`src/rtl/jcp_pkg.sv`:
```
// ----------------------------------------------------------------------------
// jcp_pkg
// Shared widths, angle constants and the arctangent table for the joystick
// cartesian-to-polar converter.
// ----------------------------------------------------------------------------
package jcp_pkg;

  localparam int AXIS_BITS    = 16;
  localparam int CORDIC_STEPS = 32;
  localparam int PRE_SHIFT    = 30;

  // CORDIC vector width: axis, pre-scale, gain and sign headroom
  localparam int CW = AXIS_BITS + PRE_SHIFT + 3;
  // Angle accumulator width in 2^-32 turn, with room for the wrap math
  localparam int ZW = 36;
  localparam int ANG_BITS  = 32;
  localparam int HEAD_BITS = 9;
  localparam int MAG_BITS  = 16;
  localparam int PW        = ANG_BITS + HEAD_BITS;

  localparam int SQ_BITS   = 2 * AXIS_BITS;
  localparam int ROOT_BITS = AXIS_BITS;

  // Stage count: input, CORDIC steps, wrap, scale/output
  localparam int NSTAGE    = CORDIC_STEPS + 3;
  // Magnitude is ready after the sum and the root steps; pad up to the output
  localparam int MAG_DELAY = NSTAGE - 2 - ROOT_BITS;

  localparam logic signed [ZW-1:0] TURN_QUARTER = ZW'(64'sd1 << 30);
  localparam logic signed [ZW-1:0] TURN_HALF    = ZW'(64'sd1 << 31);
  localparam logic signed [ZW-1:0] TURN_FULL    = ZW'(64'sd1 << 32);

  localparam logic [HEAD_BITS-1:0] HEADING_SCALE = HEAD_BITS'(360);
  localparam logic [PW-1:0]        ROUND_HALF    = PW'(64'd1 << 31);

  // atan(2^-i) in 2^-32 turn
  localparam logic [0:CORDIC_STEPS-1][31:0] ARC_TABLE = {
    32'h20000000, 32'h12E4051E, 32'h09FB385B, 32'h051111D4,
    32'h028B0D43, 32'h0145D7E1, 32'h00A2F61E, 32'h00517C55,
    32'h0028BE53, 32'h00145F2F, 32'h000A2F98, 32'h000517CC,
    32'h00028BE6, 32'h000145F3, 32'h0000A2FA, 32'h0000517D,
    32'h000028BE, 32'h0000145F, 32'h00000A30, 32'h00000518,
    32'h0000028C, 32'h00000146, 32'h000000A3, 32'h00000051,
    32'h00000029, 32'h00000014, 32'h0000000A, 32'h00000005,
    32'h00000003, 32'h00000001, 32'h00000001, 32'h00000000
  };

endpackage

```
`src/rtl/jcp_isqrt.sv`:
```
// ----------------------------------------------------------------------------
// jcp_isqrt
// Sum of two squares followed by a pipelined digit-by-digit square root,
// one root bit per stage.
// ----------------------------------------------------------------------------
module jcp_isqrt import jcp_pkg::*; (
  input  logic                 clk,
  input  logic                 en,
  input  logic [SQ_BITS-1:0]   sq_a,
  input  logic [SQ_BITS-1:0]   sq_b,
  output logic [ROOT_BITS-1:0] root_out
);

  localparam int RW = SQ_BITS + 1;

  logic [RW-1:0]        rem  [ROOT_BITS+1];
  logic [ROOT_BITS-1:0] root [ROOT_BITS+1];

  always_ff @(posedge clk) begin
    if (en) begin
      rem[0]  <= RW'(sq_a) + RW'(sq_b);
      root[0] <= '0;
    end
  end

  for (genvar k = 0; k < ROOT_BITS; k++) begin : g_bit
    localparam int B = ROOT_BITS - 1 - k;
    logic [RW-1:0] trial;

    // (root + 2^B)^2 - root^2, root has no bits at or below B
    assign trial = (RW'(root[k]) << (B + 1)) | (RW'(1) << (2 * B));

    always_ff @(posedge clk) begin
      if (en) begin
        if (rem[k] >= trial) begin
          rem[k+1]  <= rem[k] - trial;
          root[k+1] <= root[k] | (ROOT_BITS'(1) << B);
        end else begin
          rem[k+1]  <= rem[k];
          root[k+1] <= root[k];
        end
      end
    end
  end

  assign root_out = root[ROOT_BITS];

endmodule
```
`config.mk`:
```
export PLATFORM = sky130hd
export DESIGN_NAME = jcp_isqrt
export DESIGN_NICKNAME = d
export VERILOG_FILES = /design/src/rtl/jcp_pkg.sv /design/src/rtl/jcp_isqrt.sv
export SDC_FILE = /design/constraint.sdc
export NUM_CORES = 1
export LEC_CHECK = 0
export BUFFER_PORTS_ARGS = -buffer_cell sky130_fd_sc_hd__buf_2
export CAP_MARGIN = 20
export CORE_ASPECT_RATIO = 1.4
export CORE_MARGIN = 2
export CORE_UTILIZATION = 60
export CTS_BUF_LIST = sky130_fd_sc_hd__clkbuf_4 sky130_fd_sc_hd__clkbuf_8
export CTS_CLUSTER_DIAMETER = 120
export DETAILED_ROUTE_END_ITERATION = 10
export GPL_TIMING_DRIVEN = 0
export PLACE_DENSITY = 0.77
export SETUP_SLACK_MARGIN = 0.15
export SLEW_MARGIN = 40
export SYNTH_ARGS = -nofsm -noshare
export SYNTH_HDL_FRONTEND = slang
export SYNTH_SLANG_ARGS = --single-unit
```
`constraint.sdc`:
```
create_clock -name clk -period 4.5 [get_ports clk]
set_input_delay 0.9 -clock clk [delete_from_list [all_inputs] [get_ports clk]]
set_output_delay 0.9 -clock clk [all_outputs]
set_load 0.02 [all_outputs]
```
# == After elaboration in Yosys (flattened, before gate mapping) ==
# Memory sizes are Yosys's and may differ from the RTL's.
# Index checks and enable logic that the tools add are counted.
# op_classes
n_addsub,17
n_reduce_logical,0
eq_ne,0
magnitude_cmp,16
bitwise_logic,32
n_mux,130
div,0
n_mul,0
n_shift,0
# ops
cell,n
two-way mux 33 bit,16
two-way mux 16 bit,16
two-way mux 1 bit,98
adder 32 x 32 -> 33 bit,1
>= comparator 33 x 17 -> 1 bit,1
>= comparator 33 x 18 -> 1 bit,1
>= comparator 33 x 19 -> 1 bit,1
>= comparator 33 x 20 -> 1 bit,1
>= comparator 33 x 21 -> 1 bit,1
>= comparator 33 x 22 -> 1 bit,1
>= comparator 33 x 23 -> 1 bit,1
>= comparator 33 x 24 -> 1 bit,1
>= comparator 33 x 25 -> 1 bit,1
>= comparator 33 x 26 -> 1 bit,1
>= comparator 33 x 27 -> 1 bit,1
>= comparator 33 x 28 -> 1 bit,1
>= comparator 33 x 29 -> 1 bit,1
>= comparator 33 x 30 -> 1 bit,1
>= comparator 33 x 31 -> 1 bit,1
>= comparator 33 x 32 -> 1 bit,1
subtractor 33 x 17 -> 33 bit,1
subtractor 33 x 18 -> 33 bit,1
subtractor 33 x 19 -> 33 bit,1
subtractor 33 x 20 -> 33 bit,1
other kinds (13),44
# word_totals
rom_bits,0
mem_bits_rw,833
memories,2
word_cells,197
latchBits,0
register_bits,0
# mem_list
name,depth,word_bits,rd,rd_ports_with_merged_regs,wr,line,rtl
rem,17,33,16,0,17,jcp_isqrt.sv:16,logic [RW-1:0] rem [ROOT_BITS+1];
root,17,16,17,0,17,jcp_isqrt.sv:17,logic [ROOT_BITS-1:0] root [ROOT_BITS+1];

# == Longest topological paths before layout ==
# An unclocked memory read counts as a cell.
# logic_depth
word_depth,6
mapped_depth,12
mapped_depth_nobuf,11

# == Worst setup path after synthesis ==
# Ideal clock, no wire load.
# synth_path
kind,input -> register
startpoint,input sq_a[0]
endpoint,"memory rem[0][30] (netlist bit), data pin"
arrival_time_ns,3.187
path_buffers,0
setup_slack_ns,1.051
stages,10
cell_sequence,ha_1 fa_1 a211oi_1 o211ai_1 a21oi_1 nor3_1 o41ai_1 o21ai_0 a211oi_1 xnor2_1
# synth_rtl
item,line,rtl
start: declaration,jcp_isqrt.sv:9,"input logic [SQ_BITS-1:0] sq_a,"
end: declaration,jcp_isqrt.sv:16,

==> impl_metrics.xml <==
<?xml version="1.0" encoding="UTF-8"?>
<metrics>
  <group name="global_route">
    <metric name="grt_pass1_wl" unit="um">111000</metric>
    <metric name="grt_overflow_total" unit="">0</metric>
    <metric name="grt_max_degree" unit="">47</metric>
    <metric name="antenna_found_initial" unit="">1</metric>
    <metric name="grt_pass1_vias" unit="">22200</metric>
    <metric name="grt_util_all_layers" unit="%">25.7</metric>
  </group>
  <group name="power">
    <metric name="lkg_pwr" unit="uW">0.0139</metric>
    <metric name="vdd_ir_drop_max" unit="mV">0.392</metric>
    <metric name="powerDensity" unit="nW/um^2">441</metric>
  </group>
  <group name="yosys">
    <metric name="ys.flop_type" unit="">edfxtp_1</metric>
    <metric name="synth.ff_latch_count" unit="">664</metric>
    <metric name="cell_type_with_the_highest_aggregate_area_in_the_netlist" unit="">edfxtp_1</metric>
    <metric name="number_of_library_cell_types_mapped_by_synthesis" unit="">78</metric>
    <metric name="synth.top_cell.area_share" unit="%">61.4</metric>
    <metric name="synthArstFlopShare" unit="%">0</metric>
    <metric name="synthesis.yosys.warnings" unit="">0</metric>
    <metric name="synth.cell_area" unit="um^2">32500</metric>
    <metric name="postSynthAreaPerCell" unit="um^2">12.7</metric>
    <metric name="synthTopCellsByArea" unit="">edfxtp_1, ha_1, xnor2_1</metric>
    <metric name="synth_edf_count" unit="">664</metric>
    <metric name="commonest_cells_in_the_synthesized_netlist" unit="">edfxtp_1, ha_1, inv_1, nand2_1, nor2_1</metric>
    <metric name="post-synth-top-count-cell" unit="">edfxtp_1</metric>
    <metric name="syn_nets" unit="">2815</metric>
    <metric name="count_of_mapped_cells_out_of_synthesis" unit="">2566</metric>
    <metric name="synth.yosys.seq_area_share" unit="%">61.4</metric>
  </group>
  <group name="placement">
    <metric name="place.gp.congestion" unit="">1.01</metric>
    <metric name="buffer_ports.inserted" unit="">81</metric>
    <metric name="dp_hpwl" unit="um">55100</metric>
    <metric name="placed_area" unit="um^2">34100</metric>
    <metric name="placedCellCount" unit="">3370</metric>
  </group>
  <group name="sta">
    <metric name="layout_min_cycle_time" unit="ps">3530</metric>
    <metric name="final_hold_viol_count" unit="">0</metric>
    <metric name="max_freq" unit="MHz">283</metric>
    <metric name="fin_crit_sh" unit="%">78.4</metric>
    <metric name="rsz0062_at_grt" unit="">no</metric>
    <metric name="maxSlewHeadroom" unit="%">41.5</metric>
    <metric name="setup-violations-final" unit="">0</metric>
    <metric name="tightest_slew" unit="ps">869</metric>
    <metric name="fin_worst_skew" unit="ps">32.2</metric>
    <metric name="final_max_slew_viol_count" unit="">0</metric>
  </group>
  <group name="route">
    <metric name="detailedRoute.firstIterationViolations" unit="">1365</metric>
    <metric name="drt.antenna.violating_nets" unit="">0</metric>
    <metric name="first_pass_iters" unit="">6</metric>
    <metric name="totalWireLength" unit="um">71900</metric>
    <metric name="route.detailed.wl_per_inst" unit="um">20.3</metric>
    <metric name="dr_total_vias" unit="">21200</metric>
    <metric name="post_drt_via_cell_ratio" unit="">5.98</metric>
    <metric name="drc_errors" unit="">0</metric>
  </group>
  <group name="clock_tree">
    <metric name="post_cts_hold_buffer_count" unit="">0</metric>
    <metric name="clkLatencyLatePin" unit="ps">690</metric>
    <metric name="cts_tree" unit="">done</metric>
    <metric name="post_cts_setup_repair_bufs" unit="">0</metric>
    <metric name="clock-sinks" unit="">664</metric>
    <metric name="ctsRootBufferMaster" unit="">clkbuf_8</metric>
    <metric name="path_clk_slew" unit="ps">60</metric>
    <metric name="ctsLongestPathBuffers" unit="">3</metric>
    <metric name="clock_tree.htree_level_count" unit="">3</metric>
    <metric name="cts_made_buffers" unit="">98</metric>
    <metric name="cts_repair_resize_count" unit="">0</metric>
  </group>
  <group name="finish">
    <metric name="fraction_of_final_layout_cells_sized_beyond_drive_strength_1" unit="%">11.5</metric>
    <metric name="finish.cell_count_without_fillers" unit="">3548</metric>
    <metric name="stdcell_area" unit="um^2">36300</metric>
    <metric name="area.growth.synth_to_final" unit="%">11.6</metric>
    <metric name="fin_nets" unit="">3005</metric>
  </group>
  <group name="worst_hold_path">
    <metric name="worstHoldPathType" unit="">register to register</metric>
  </group>
  <group name="floorplan">
    <metric name="chipHeight" unit="um">279</metric>
    <metric name="num_rows" unit="">100</metric>
    <metric name="floorplan.initialDensity" unit="%">60.9</metric>
    <metric name="floorplan.core_area" unit="um^2">53300</metric>
    <metric name="num_io_pins" unit="">82</metric>
    <metric name="fp.dieW" unit="um">201</metric>
    <metric name="floorplan.die_area" unit="um^2">56000</metric>
  </group>
  <group name="worst_setup_path">
    <metric name="worstPathArrival" unit="ps">3930</metric>
    <metric name="setup.worst_path.end_class" unit="">register</metric>
    <metric name="critical_path_required" unit="ps">4900</metric>
    <metric name="path_class" unit="">register to register</metric>
    <metric name="critPathMaxFanout" unit="">10</metric>
    <metric name="start_kind" unit="">register</metric>
  </group>
  <group name="outcome">
    <metric name="status" unit="">completed</metric>
  </group>
  <group name="job">
    <metric name="drv.max_cap_violation_count" unit="">0</metric>
  </group>
</metrics>
## worst max-delay path, cell delays in order, from the launching register on
cell,delay [ps]
edfxtp_1,400
ha_1,370
o21a_1,190
o21bai_1,190
a21oi_1,160
o21ai_0,330
a21oi_1,180
nor3_1,260
clkbuf_1,450
clkbuf_1,490
o21ai_0,210
## through the flow
step / util, % / hold WS, ps / setup TNS, ps / total power [uW] / setup WS, ps
4_1_cts: 68.0 / 428 / 0 / 16000 / 939
5_1_grt: 68.0 / 454 / 0 / 16600 / 750
3_3_place_gp: 63.4 / 426 / -425660 / 10600 / -952
2_1_floorplan: - / 417 / 0 / 9920 / 1050
3_5_place_dp: 63.9 / 429 / 0 / 10700 / 250
6_report: 68.0 / 440 / 0 / 16000 / 971
## flip-flops by register name, summed over array words and instances (netlist names)
signal,count
root,136
rem,528
## cells by family (layout without fill, tap and decap cells)
logic type | Yosys count | in the layout | synth area share [%]
adders and majority gates | 183 | 183 | 7.07
buffers and inverters | 235 | 502 | 2.79
DFF | 664 | 664 | 61.4
muxes | 18 | 18 | 0.601
AOI/OAI and AO/OA | 467 | 467 | 9.17
and+or+nand+nor | 759 | 759 | 12.5
other | 0 | 1 | 0
xor gates and xnor gates | 240 | 240 | 6.47
## layout make-up
| cell class | count | area [um^2] |
|---|---|---|
| Clock inverter | 56 | 612 |
| Fill cell | 3681 | 17000 |
| Inverter | 185 | 694 |
| Clock buffer | 121 | 1540 |
| Sequential cell | 664 | 19900 |
| Antenna cell | 1 | 2.50 |
| Buffer | 50 | 253 |
| Tap cell | 714 | 893 |
| Multi-Input combinational cell | 1667 | 11700 |
| Timing Repair Buffer | 90 | 641 |
## final timing paths
| kind | startpoint | end | slack, ps | cells past startpoint |
|---|---|---|---|---|
| worst max register to register | rem[9][14] | rem[10][20] | 970 | 10 |
| worst min-delay path | root[11][11] | root[12][11] | 440 | 0 |
| worst min register to register | root[11][11] | root[12][11] | 440 | 0 |
| worst max-delay path | rem[9][14] | rem[10][20] | 970 | 10 |
## layer usage
metal	up-vias	track usage, %	wire (um)
li1	10000	-	-
met1	10300	21.5	22200
met2	686	53.2	41800
met3	245	3.35	2490
met4	0	19.3	5390
met5	-	0	0
## cell usage in the layout, fill, tap and decap left out, drive strengths merged, types with 105 or more instances in the layout
cell / n
a21oi: 115
clkbuf: 157
edfxtp: 664
ha: 182
inv: 186
nand2: 181
nor2: 139
o21ai: 139
xnor2: 135
xor2: 105
## report_power, final
part / switching [uW] / internal, uW
registers: 515 / 7710
logic: 1420 / 1030
clock network: 2290 / 3020
(Power assumes the default switching activity.)
